`config.mk`:
```
export PLATFORM = sky130hd
export DESIGN_NAME = hysteresis_alarm_controller_top
export DESIGN_NICKNAME = d
export VERILOG_FILES = /design/src/rtl/hac_pkg.sv /design/src/rtl/hac_cfg_regs.sv /design/src/rtl/hac_core.sv /design/src/rtl/hysteresis_alarm_controller_top.sv
export VERILOG_INCLUDE_DIRS = /design/src /design/src/rtl
export SDC_FILE = /design/constraint.sdc
export NUM_CORES = 1
export LEC_CHECK = 0
export ABC_AREA = 1
export ABC_CLOCK_PERIOD_IN_PS = 6760
export BUFFER_PORTS_ARGS = -buffer_cell sky130_fd_sc_hd__buf_2
export CELL_PAD_IN_SITES_DETAIL_PLACEMENT = 1
export CELL_PAD_IN_SITES_GLOBAL_PLACEMENT = 1
export CORE_ASPECT_RATIO = 1.75
export CORE_UTILIZATION = 30
export CTS_BUF_LIST = sky130_fd_sc_hd__clkbuf_4 sky130_fd_sc_hd__clkbuf_8
export CTS_CLUSTER_SIZE = 40
export DETAILED_ROUTE_END_ITERATION = 6
export PLACE_DENSITY = 0.66
export SLEW_MARGIN = 20
export SYNTH_ARGS = -nofsm -noshare
export SYNTH_HDL_FRONTEND = slang
export SYNTH_SLANG_ARGS = --single-unit
export TNS_END_PERCENT = 20
```
`constraint.sdc`:
```
create_clock -name clk -period 6.76 [get_ports clk]
set_input_delay 0.338 -clock clk [delete_from_list [all_inputs] [get_ports clk]]
set_output_delay 0.338 -clock clk [all_outputs]
set_load 0.02 [all_outputs]
```
`src/rtl/hysteresis_alarm_controller_top_macros.svh`:
```
// Assertion macros for the hysteresis alarm controller.
// Used by the top level; expects clk and rst_n in scope.
`ifndef HYSTERESIS_ALARM_CONTROLLER_TOP_MACROS_SVH
`define HYSTERESIS_ALARM_CONTROLLER_TOP_MACROS_SVH
`ifndef SYNTHESIS
`define HAC_ASSERT_SAME(label, ante, cons) \
  label: assert property (@(posedge clk) disable iff (!rst_n) (ante) |-> (cons)) \
    else $error("assertion failed: same-cycle implication");
`define HAC_ASSERT_NEXT(label, ante, cons) \
  label: assert property (@(posedge clk) disable iff (!rst_n) (ante) |=> (cons)) \
    else $error("assertion failed: next-cycle implication");
`else
`define HAC_ASSERT_SAME(label, ante, cons)
`define HAC_ASSERT_NEXT(label, ante, cons)
`endif
`endif

```
`src/rtl/hac_pkg.sv`:
```
// Package for the hysteresis alarm controller: codes, constants and shared types.
// No dependencies.
package hac_pkg;

  localparam int unsigned VAL_W   = 16;
  localparam int unsigned SPD_W   = 8;
  localparam int unsigned CFG_IDX_W = 3;
  localparam int unsigned CFG_DATA_W = 16;

  localparam logic [VAL_W-1:0] DEFAULT_THRESHOLD_MV = 16'd2000;

  localparam logic [CFG_IDX_W-1:0] CFG_HYSTERESIS  = 3'd0;
  localparam logic [CFG_IDX_W-1:0] CFG_ALARM_SPEED = 3'd1;
  localparam logic [CFG_IDX_W-1:0] CFG_STOP_SPEED  = 3'd2;
  localparam logic [CFG_IDX_W-1:0] CFG_INTERVAL    = 3'd3;

  localparam logic [VAL_W-1:0]        RST_HYSTERESIS  = 16'd100;
  localparam logic signed [SPD_W-1:0] RST_ALARM_SPEED = 8'sd80;
  localparam logic signed [SPD_W-1:0] RST_STOP_SPEED  = 8'sd0;
  localparam logic [VAL_W-1:0]        RST_INTERVAL    = 16'd10;

  typedef enum logic [2:0] {
    OP_SENSOR     = 3'd0,
    OP_SET_AUTO   = 3'd1,
    OP_MANUAL_ON  = 3'd2,
    OP_MANUAL_OFF = 3'd3,
    OP_THRESHOLD  = 3'd4,
    OP_TICK       = 3'd5
  } op_t;

  typedef enum logic [1:0] {
    MODE_AUTO_MONITOR = 2'd0,
    MODE_AUTO_ALARM   = 2'd1,
    MODE_MANUAL_ON    = 2'd2,
    MODE_MANUAL_OFF   = 2'd3
  } mode_t;

  typedef struct packed {
    logic [VAL_W-1:0]        hysteresis_mv;
    logic signed [SPD_W-1:0] alarm_motor_speed;
    logic signed [SPD_W-1:0] stop_motor_speed;
    logic [VAL_W-1:0]        warning_interval;
  } cfg_t;

  typedef struct packed {
    logic [1:0]              mode;
    logic                    alarm_active;
    logic                    manual_mode;
    logic                    indicator_on;
    logic signed [SPD_W-1:0] motor_drive;
    logic                    warning_pulse;
  } result_t;

endpackage

```
`src/rtl/hac_cfg_regs.sv`:
```
// Configuration register file of the hysteresis alarm controller.
// Depends on hac_pkg.
module hac_cfg_regs
  import hac_pkg::*;
(
  input  logic                  clk,
  input  logic                  rst_n,
  input  logic                  cfg_we,
  input  logic [CFG_IDX_W-1:0]  cfg_index,
  input  logic [CFG_DATA_W-1:0] cfg_wdata,
  output cfg_t                  cfg
);

  cfg_t cfg_r;
  cfg_t cfg_nxt;

  always_comb begin
    cfg_nxt = cfg_r;
    if (cfg_we) begin
      unique case (cfg_index)
        CFG_HYSTERESIS:  cfg_nxt.hysteresis_mv     = cfg_wdata;
        CFG_ALARM_SPEED: cfg_nxt.alarm_motor_speed = cfg_wdata[SPD_W-1:0];
        CFG_STOP_SPEED:  cfg_nxt.stop_motor_speed  = cfg_wdata[SPD_W-1:0];
        CFG_INTERVAL:    cfg_nxt.warning_interval  = cfg_wdata;
        default: ;
      endcase
    end
  end

  always_ff @(posedge clk) begin
    if (!rst_n) begin
      cfg_r.hysteresis_mv     <= RST_HYSTERESIS;
      cfg_r.alarm_motor_speed <= RST_ALARM_SPEED;
      cfg_r.stop_motor_speed  <= RST_STOP_SPEED;
      cfg_r.warning_interval  <= RST_INTERVAL;
    end else begin
      cfg_r <= cfg_nxt;
    end
  end

  assign cfg = cfg_r;

endmodule

```
`src/rtl/hac_core.sv`:
```
// Mode, stored levels and tick state of the hysteresis alarm controller;
// computes one result per word. Depends on hac_pkg.
module hac_core
  import hac_pkg::*;
(
  input  logic             clk,
  input  logic             rst_n,
  input  logic             step,
  input  logic [2:0]       operation,
  input  logic [VAL_W-1:0] value,
  input  cfg_t             cfg,
  output result_t          res
);

  mode_t                   mode_r, mode_nxt;
  logic [VAL_W-1:0]        sensor_r, sensor_nxt;
  logic [VAL_W-1:0]        thresh_r, thresh_nxt;
  logic                    phase_r, phase_nxt;
  logic [VAL_W-1:0]        count_r, count_nxt;
  logic                    ind_r, ind_nxt;
  logic signed [SPD_W-1:0] motor_r, motor_nxt;
  logic [VAL_W-1:0]        count_inc;
  logic                    pulse;
  logic                    alarm_now;

  function automatic mode_t auto_eval(mode_t m, logic [VAL_W-1:0] s,
                                      logic [VAL_W-1:0] t, logic [VAL_W-1:0] h);
    mode_t r;
    r = m;
    if (m == MODE_AUTO_MONITOR) begin
      if (s > t) r = MODE_AUTO_ALARM;
    end else if (m == MODE_AUTO_ALARM) begin
      if (({1'b0, s} + {1'b0, h}) < {1'b0, t}) r = MODE_AUTO_MONITOR;
    end
    return r;
  endfunction

  assign alarm_now = (mode_r == MODE_AUTO_ALARM) || (mode_r == MODE_MANUAL_ON);
  assign count_inc = count_r + VAL_W'(1);

  always_comb begin
    mode_nxt   = mode_r;
    sensor_nxt = sensor_r;
    thresh_nxt = thresh_r;
    phase_nxt  = phase_r;
    count_nxt  = count_r;
    ind_nxt    = ind_r;
    motor_nxt  = motor_r;
    pulse      = 1'b0;
    unique case (operation)
      OP_SENSOR: begin
        sensor_nxt = value;
        mode_nxt   = auto_eval(mode_r, value, thresh_r, cfg.hysteresis_mv);
      end
      OP_SET_AUTO: begin
        mode_nxt = (sensor_r > thresh_r) ? MODE_AUTO_ALARM : MODE_AUTO_MONITOR;
      end
      OP_MANUAL_ON:  mode_nxt = MODE_MANUAL_ON;
      OP_MANUAL_OFF: mode_nxt = MODE_MANUAL_OFF;
      OP_THRESHOLD: begin
        thresh_nxt = value;
        mode_nxt   = auto_eval(mode_r, sensor_r, value, cfg.hysteresis_mv);
      end
      OP_TICK: begin
        if (alarm_now) begin
          phase_nxt = ~phase_r;
          ind_nxt   = ~phase_r;
          motor_nxt = cfg.alarm_motor_speed;
          if (count_inc >= cfg.warning_interval) begin
            count_nxt = '0;
            pulse     = 1'b1;
          end else begin
            count_nxt = count_inc;
          end
        end else begin
          phase_nxt = 1'b0;
          count_nxt = '0;
          ind_nxt   = 1'b0;
          motor_nxt = cfg.stop_motor_speed;
        end
      end
      default: ;
    endcase
  end

  always_ff @(posedge clk) begin
    if (!rst_n) begin
      mode_r   <= MODE_AUTO_MONITOR;
      sensor_r <= '0;
      thresh_r <= DEFAULT_THRESHOLD_MV;
      phase_r  <= 1'b0;
      count_r  <= '0;
      ind_r    <= 1'b0;
      motor_r  <= '0;
    end else if (step) begin
      mode_r   <= mode_nxt;
      sensor_r <= sensor_nxt;
      thresh_r <= thresh_nxt;
      phase_r  <= phase_nxt;
      count_r  <= count_nxt;
      ind_r    <= ind_nxt;
      motor_r  <= motor_nxt;
    end
  end

  always_comb begin
    res.mode          = mode_nxt;
    res.alarm_active  = (mode_nxt == MODE_AUTO_ALARM) || (mode_nxt == MODE_MANUAL_ON);
    res.manual_mode   = (mode_nxt == MODE_MANUAL_ON) || (mode_nxt == MODE_MANUAL_OFF);
    res.indicator_on  = ind_nxt;
    res.motor_drive   = motor_nxt;
    res.warning_pulse = pulse;
  end

endmodule

```
`src/rtl/hysteresis_alarm_controller_top.sv`:
```
// Hysteresis alarm controller, top level. Every input word gives one result word: an
// accepted word waits in the input register, which feeds the decision logic, and that
// loads the result register once it is empty or being taken. One word per cycle is
// sustained while the receiver takes results; the result and input registers together
// let a new word enter while a result waits to be taken. Configuration writes take effect
// at the next edge. Depends on hac_pkg, hac_cfg_regs, hac_core and the macros header.
`include "hysteresis_alarm_controller_top_macros.svh"
module hysteresis_alarm_controller_top
  import hac_pkg::*;
(
  input  logic                    clk,
  input  logic                    rst_n,
  input  logic                    in_valid,
  output logic                    in_ready,
  input  logic [2:0]              in_operation,
  input  logic [VAL_W-1:0]        in_value,
  output logic                    out_valid,
  input  logic                    out_ready,
  output logic [1:0]              out_mode,
  output logic                    out_alarm_active,
  output logic                    out_manual_mode,
  output logic                    out_indicator_on,
  output logic signed [SPD_W-1:0] out_motor_drive,
  output logic                    out_warning_pulse,
  input  logic                    cfg_we,
  input  logic [CFG_IDX_W-1:0]    cfg_index,
  input  logic [CFG_DATA_W-1:0]   cfg_wdata
);

  logic             in_vld_r;
  logic [2:0]       op_r;
  logic [VAL_W-1:0] val_r;
  logic             out_vld_r;
  result_t          res_r;
  result_t          res_nxt;
  cfg_t             cfg;
  logic             advance;

  assign advance  = in_vld_r && (!out_vld_r || out_ready);
  assign in_ready = !in_vld_r || advance;

  hac_cfg_regs u_cfg (
    .clk       (clk),
    .rst_n     (rst_n),
    .cfg_we    (cfg_we),
    .cfg_index (cfg_index),
    .cfg_wdata (cfg_wdata),
    .cfg       (cfg)
  );

  hac_core u_core (
    .clk       (clk),
    .rst_n     (rst_n),
    .step      (advance),
    .operation (op_r),
    .value     (val_r),
    .cfg       (cfg),
    .res       (res_nxt)
  );

  always_ff @(posedge clk) begin
    if (!rst_n) begin
      in_vld_r  <= 1'b0;
      out_vld_r <= 1'b0;
    end else begin
      if (in_ready) in_vld_r <= in_valid;
      if (advance) begin
        out_vld_r <= 1'b1;
      end else if (out_ready) begin
        out_vld_r <= 1'b0;
      end
    end
  end

  always_ff @(posedge clk) begin
    if (in_valid && in_ready) begin
      op_r  <= in_operation;
      val_r <= in_value;
    end
    if (advance) res_r <= res_nxt;
  end

  assign out_valid         = out_vld_r;
  assign out_mode          = res_r.mode;
  assign out_alarm_active  = res_r.alarm_active;
  assign out_manual_mode   = res_r.manual_mode;
  assign out_indicator_on  = res_r.indicator_on;
  assign out_motor_drive   = res_r.motor_drive;
  assign out_warning_pulse = res_r.warning_pulse;

  `HAC_ASSERT_SAME(a_pulse_in_alarm, out_vld_r && res_r.warning_pulse, res_r.alarm_active)
  `HAC_ASSERT_NEXT(a_advance_fills_out, advance, out_vld_r)
  `HAC_ASSERT_SAME(a_stall_only_on_full, in_vld_r && !in_ready, out_vld_r && !out_ready)

endmodule

```
==> key figures, run 1 <==
Layout
  – Nets: 1,427
  – Layout area overhead: 13.9%
  – Commonest non-fill, non-tap cell in the layout: nand2_1
  – Most frequent cells in the layout: 234 x nand2_1, 156 x inv_1, 156 x a21oi_1
  – Fraction of layout cells with a size suffix above 1: around a tenth
  – Post-route insts no fill: approximately 1,600

Timing
  – Worst-Margin Slew: 0.935 ns
  – Slew Limit Fails: 0
  – Final hold vios: 0
  – Min Clock Period, post-route: ~3.8 ns
  – Clock skew: 0.0135 ns
  – Fmax: roughly 270 MHz
  – Final TNS setup: 0 ns
  – Slew margin rel.: 37.3%
  – RSZ-0062 raised after global routing: no
  – Final setup viols: 0
  – Crit share post-route: 55.8%

Synthesis
  – Post-synth EDFFs: 32
  – Post-Syn Area per Cell: 7.67 sq um
  – Main combinational cell family by area after synthesis: adder cells
  – Synth Area in Adders: 18.2%
  – Asr flop ratio synth: 0%
  – Top FF cell, synth: dfxtp_1
  – Post-synthesis mux area share: 0%
  – Yosys cell types: 44
  – Post-Syn Nets: 1,357
  – Compound-Gate Fraction of Synth Area: 16.6%
  – Cell area after synthesis: 0.00907 sq mm
  – Simple-Gate Fraction of Synth Area: between 10% and 20%
  – Warning count from the yosys run: 0
  – Seq/Total Area, Yosys: 34.9%
  – Post-Syn Instances: 1,183
  – Synth Area in XOR/XNOR: 4.22%
  – Synthesis-stage register bit count: 142

Drt
  – Via density: slightly below 5
  – # DRC: 0
  – Pre-Repair DR Iteration Count: 5
  – 1st-iter DRT viols: 274
  – Total Wirelength: ~26 mm
  – Vias: 8,046
  – Routed Antenna Nets: 0
  – DR WL/cell: around 16 um

Placed design
  – I/O Buffers: just under 60
  – DP HPWL: 21.3 mm
  – Gpl congestion: 0.823
  – DP Cell Count: 1,600

Die
  – Die H: ~230 um
  – Die Wd: 133 um
  – I/O Pins: 59
  – Initial Util: 30.8%
  – Core area: 0.0295 sq mm
  – Die ar.: approximately 0.031 sq mm
  – Row count: 83

Worst hold path
  – Hold EP: val_r[2]
  – Hold WC Path Type: input port to register
  – Hold_sp: in_value[2]
  – Depth of the worst hold-timing path: 1

Worst setup path
  – Reg2reg end: out_alarm_active
  – Largest fanout on the critical path: 4
  – Worst path arrival time: 4.02 ns
  – Crit start category: register
  – Critical Path Sink Type: register
  – Reg2Reg Depth: 24
  – Reg-to-reg critical path startpoint: u_cfg.cfg[32]
  – Required @ worst endpoint: 7.01 ns
  – Path type of the worst setup path: register to register
  – FF-to-FF setup slack: roughly 3.0 ns

GRT
  – Met1 GRT Util: about 17%
  – Tot GR Track Use: a little under a fifth
  – Initial antenna violation count: 1
  – Largest net degree at the start of global routing: 77
  – M3 GR Usage: 2.95%
  – Grt met2 use: about 38%
  – Global-route wire length before repair: about 43 mm
  – GR Overflow Total: 0
  – Busiest grt layer: met2
  – Vias in the first global route: 8,628

CTS
  – CTS Buf Count: 17
  – # clock sinks: 142
  – H-Tree Depth: 4
  – Root Buffer: clkbuf_8
  – Clock transition at path regs: 0.09 ns
  – Skew-Pair Late Insertion Delay: 0.50 ns
  – Cts hold-fix bufs: 16
  – Clock buffer depth: 2
  – Post-cts resize count: 0
  – Setup bufs post-CTS: 0
  – CTS tree: done

Run status
  – Run status: complete, no violations

Run
  – Maxcap violations: 0

Power and ir drop
  – Peak VDD IR: roughly 0.12 mV
  – Cell area power density: approximately 190 mW/mm^2
  – P_leak: between 4 and 5 nW
-- per-layer routing --
layer	wire, um	vias to the layer above
li1	-	4071
met3	545	32
met5	0	-
met2	15300	77
met4	534	0
met1	10100	3866
-- synthesized netlist by cell type, types with 3 or more instances --
cell type,count,area [sq um]
a21o_1,3,22.5
a21oi_1,156,781
a31oi_1,3,18.8
clkbuf_1,27,101
dfxtp_1,110,2200
edfxtp_1,32,961
ha_1,129,1610
inv_1,156,586
inv_2,7,26.3
nand2_1,234,878
nand2_2,4,25.0
nand3_1,30,150
nand4_1,7,43.8
nor2_1,76,285
nor2_4,3,33.8
nor3_1,16,80.1
nor3_2,3,30.0
o211ai_1,5,37.5
o21a_1,3,22.5
o21ai_0,98,490
o21ai_1,13,65.1
o21bai_1,3,22.5
xnor2_1,9,78.8
xor2_1,31,272
-- critical path: stages, from the launching register on --
cell and delay [ns]:
dfxtp_1 0.41, ha_1 0.20, inv_1 0.06, fa_1 0.41, o21ai_1 0.32, nand4_1 0.13, nand2_1 0.19, inv_1 0.06
o21ai_0 0.19, xor2_1 0.19, ha_1 0.26, a21oi_1 0.14, nor3_1 0.06, nor3_1 0.14, nand2_1 0.11, nand2_1 0.07
nand2_1 0.04, nand2_1 0.05, nand2_1 0.07, nand2_1 0.07, nand3_1 0.07, nand2_1 0.11, inv_1 0.07, nand3_1 0.06
nand2_1 0.05
-- where the power goes --
part	internal (W)	total, W	switching [W]	leakage [nW]
logic	0.000105	0.000294	0.000189	3.51
clock network	0.000343	0.000712	0.000370	0.199
registers	0.000895	0.000914	0.0000198	1.20
-- state kept, by name (all words and copies together), names as in the netlist --
register           flops
u_core.sensor_r       16
u_core.ind_r           1
out_mode               2
out_valid              1
val_r                 16
in_vld_r               1
u_core.phase_r         1
op_r                   3
out_indicator_on       1
u_core.mode_r          2
u_core.motor_r         8
u_core.thresh_r       16
u_cfg.cfg             48
out_alarm_active       1
out_motor_drive        8
u_core.count_r        16
out_warning_pulse      1
-- cells by family (layout without fill, tap and decap cells) --
kind of cell | count (synthesis) | in the layout
AND/OR/NAND/NOR | 383 | 383
AO/OA/AOI/OAI | 290 | 290
buffers and inverters | 195 | 278
flip-flops | 142 | 142
adder cells (fa/ha/maj) | 131 | 131
XOR/XNOR | 42 | 42
other | 0 | 1
-- final cells by class --
type	count	area, sq um
diodes	1	2.50
inverters	165	619
repair buffers	81	503
flip-flops and latches	142	3160
well taps	382	478
clock inverters	12	136
multi-input cells	846	5170
clock buffers	20	256
fillers	3653	19200
-- stage by stage --
stage          util (%)  hold WS (ns)  area, sq um  setup slack [ns]  total power (W)
6_report           35.0        0.0372        10300              2.99          0.00192
5_1_grt            35.0       0.00706        10300              2.51          0.00202
4_1_cts            35.0       0.00411        10300              2.90          0.00195
3_5_place_dp       33.1         0.445         9770              2.95          0.00123
3_3_place_gp       33.1         0.437         9770              3.03          0.00122
2_1_floorplan         -         0.424         9070              3.62          0.00112
-- worst max-delay path by stage --
stage	startpoint	endpoint	slack, ns
after floorplan	val_r[0]	out_alarm_active	3.62
after global placement	u_cfg.cfg[32]	out_alarm_active	3.03
after detailed placement	u_cfg.cfg[32]	out_alarm_active	2.95
after CTS	u_cfg.cfg[32]	out_alarm_active	2.90
after global routing	u_cfg.cfg[32]	out_alarm_active	2.51
final	u_cfg.cfg[32]	out_alarm_active	2.99
No activity file was read; power rests on OpenSTA's default activity.
==> run 2, diff against run 1 <==
- ABC_CLOCK_PERIOD_IN_PS: 6760 -> 3400
- PLACE_DENSITY: 0.66 -> 0.68
- clock period: 6.76 -> 3.4 ns (I/O delays scaled with it)
==> run 2 against run 1 <==
Against the previous run:
- the flow now finishes with violations (negative setup slack)
- maximum frequency up 10%
- clock power up 91%
- sequential share of layout area shrank 2.8 points
- largest power group unchanged
- highest routed layer unchanged
==> key figures, run 2 (synthesis results as in run 1) <==
Placed design
  – Gpl congestion: about 0.88
  – I/O Buffers: a little under 60
  – DP HPWL: 22.4 mm

Timing
  – Crit share post-route: 101%
  – Min Clock Period, post-route: 3.43 ns
  – Final WS setup: -0.0275 ns
  – Final TNS setup: -0.0276 ns
  – Final hold vios: 0
  – Slew margin rel.: 41.8%
  – Fmax: 292 MHz
  – Clock skew: 0.0131 ns
  – Slew Limit Fails: 0
  – Worst-Margin Slew: 0.871 ns
  – Final setup viols: 2
  – RSZ-0062 raised after global routing: yes
  – WHS: 0.0344 ns

CTS
  – Skew-Pair Late Insertion Delay: 0.50 ns
  – H-Tree Depth: 4
  – Clock transition at path regs: 0.08 ns
  – CTS tree: done
  – CTS Buf Count: 17
  – Clock buffer depth: 2
  – # clock sinks: roughly 140
  – Root Buffer: clkbuf_8

Worst setup path
  – Critical Path Sink Type: register
  – Crit start category: register
  – Reg-to-reg critical path startpoint: val_r[2]
  – Reg2Reg Depth: 25
  – FF-to-FF setup slack: -0.03 ns
  – Worst path arrival time: ~3.7 ns
  – Reg2reg end: out_alarm_active
  – Largest fanout on the critical path: 3
  – Required @ worst endpoint: 3.66 ns
  – Path type of the worst setup path: register to register

Drt
  – # DRC: 0
  – 1st-iter DRT viols: 243
  – Vias: 8,551
  – Total Wirelength: between 20 and 30 mm
  – Via density: 4.90
  – Routed Antenna Nets: 0
  – Pre-Repair DR Iteration Count: 4
  – DR WL/cell: 16.3 um

GRT
  – Initial antenna violation count: 1
  – Global-route wire length before repair: 45.7 mm
  – Tot GR Track Use: 19.3%
  – Vias in the first global route: ~9,100
  – GR Overflow Total: 0
  – Largest net degree at the start of global routing: 76

Worst hold path
  – Depth of the worst hold-timing path: 3
  – Hold WC Path Type: input port to register
  – Hold_sp: cfg_wdata[2]
  – Hold EP: u_cfg.cfg[34]

Layout
  – Nets: 1,524
  – Layout area overhead: 25.8%
  – Most frequent cells in the layout: 216 x nand2_1, 154 x inv_1, 150 x a21oi_1
  – Commonest non-fill, non-tap cell in the layout: nand2_1
  – Fillers: 3,620
  – Fraction of layout cells with a size suffix above 1: between 10% and 20%
  – Max reg flops: 48
  – Final core occ: 38.7%

Power and ir drop
  – Psw: approximately 0.0012 W
  – Net Sw Frac: a little under a third
  – Peak VDD IR: 0.270 mV
  – Reg power frac: 46.8%
  – P_leak: 5.44 nW
  – Total Power: 0.00388 W
  – Cell area power density: between 300 and 400 mW/mm^2
  – Clock power share: between 30% and 40%
  – Cell-internal power: approximately 0.0027 W
  – Combinational power share: 18.2%

Run status
  – Run status: finished with violations
  – Violated checks: negative setup slack

Die
  – Die H: about 230 um
  – Core area: 0.0295 sq mm
  – Row count: 83
  – Die Wd: 133 um
  – I/O Pins: 59
  – Die ar.: 0.0310 sq mm
  – Initial Util: 30.8%

Run
  – Maxcap violations: 0
[run 2: timing repair]
item                       in CTS  in global routing
setup buffers                   9                  1
hold endpoints to repair       52                  0
setup endpoints to repair      17                 20
pin swaps                      34                 38
hold buffers                   37                  0
resized for setup              42                 34
[run 2: area by class of cell]
cell class	instances	area, sq um	share of cell area (%)
well taps	382	478	4.19
clock inverters	12	108	0.943
flip-flops and latches	142	3170	27.8
inverters	165	619	5.43
multi-input cells	846	5460	47.9
repair buffers	178	1310	11.5
clock buffers	20	263	2.30
diodes	1	2.50	0.0219
[run 2: how the worst max path moves through the flow]
stage	start	to	slack (ns)	cells after the start
6_report	val_r[2]	out_alarm_active	-0.03	25
5_1_grt	val_r[1]	out_alarm_active	-0.27	25
4_1_cts	val_r[2]	out_alarm_active	-0.04	23
3_5_place_dp	u_cfg.cfg[32]	out_alarm_active	-0.34	24
3_3_place_gp	u_cfg.cfg[32]	out_alarm_active	-0.28	24
2_1_floorplan	val_r[0]	out_alarm_active	0.26	25
[run 2: power groups by stage]
| stage | logic (W) | clock network [W] | registers [W] |
|---|---|---|---|
| after global routing | 0.000797 | 0.00147 | 0.00182 |
| after CTS | 0.000695 | 0.00140 | 0.00182 |
| after detailed placement | 0.000628 | 0 | 0.00185 |
| after global placement | 0.000609 | 0 | 0.00185 |
| after floorplan | 0.000380 | 0 | 0.00185 |
| final | 0.000705 | 0.00136 | 0.00182 |
[run 2: worst max-delay path, cell delays in order (launching register included)]
cell and delay [ns]:
edfxtp_1 0.48, ha_4 0.33, buf_4 0.12, nand3_2 0.08, nand2_2 0.08, nand4_1 0.11
nand2_2 0.13, inv_2 0.04, o21ai_2 0.15, a31oi_2 0.13, buf_4 0.15, o21ai_1 0.17
xor2_1 0.21, ha_1 0.27, nand2_1 0.07, inv_1 0.04, nand2_1 0.06, nand2_1 0.05
nand2_1 0.06, nand2_2 0.08, nand2_2 0.07, nand3_2 0.08, nand2_4 0.09, nand2_2 0.05
nand2_1 0.05, nand2_1 0.05
[run 2: through the flow]
stage	instances	instance area [sq um]	setup WS, ns
2_1_floorplan	1183	9070	0.258
6_report	1746	11400	-0.0275
5_1_grt	1746	11400	-0.271
3_3_place_gp	1667	10300	-0.275
4_1_cts	1744	11300	-0.0402
3_5_place_dp	1667	10300	-0.340
[run 2: routing by layer]
metal	routed length, um	GRT usage, %	vias to the layer above
met5	0	0	-
met4	1700	12.8	0
met3	552	2.49	57
met2	15900	38.2	115
met1	10300	18.2	4117
li1	-	-	4262
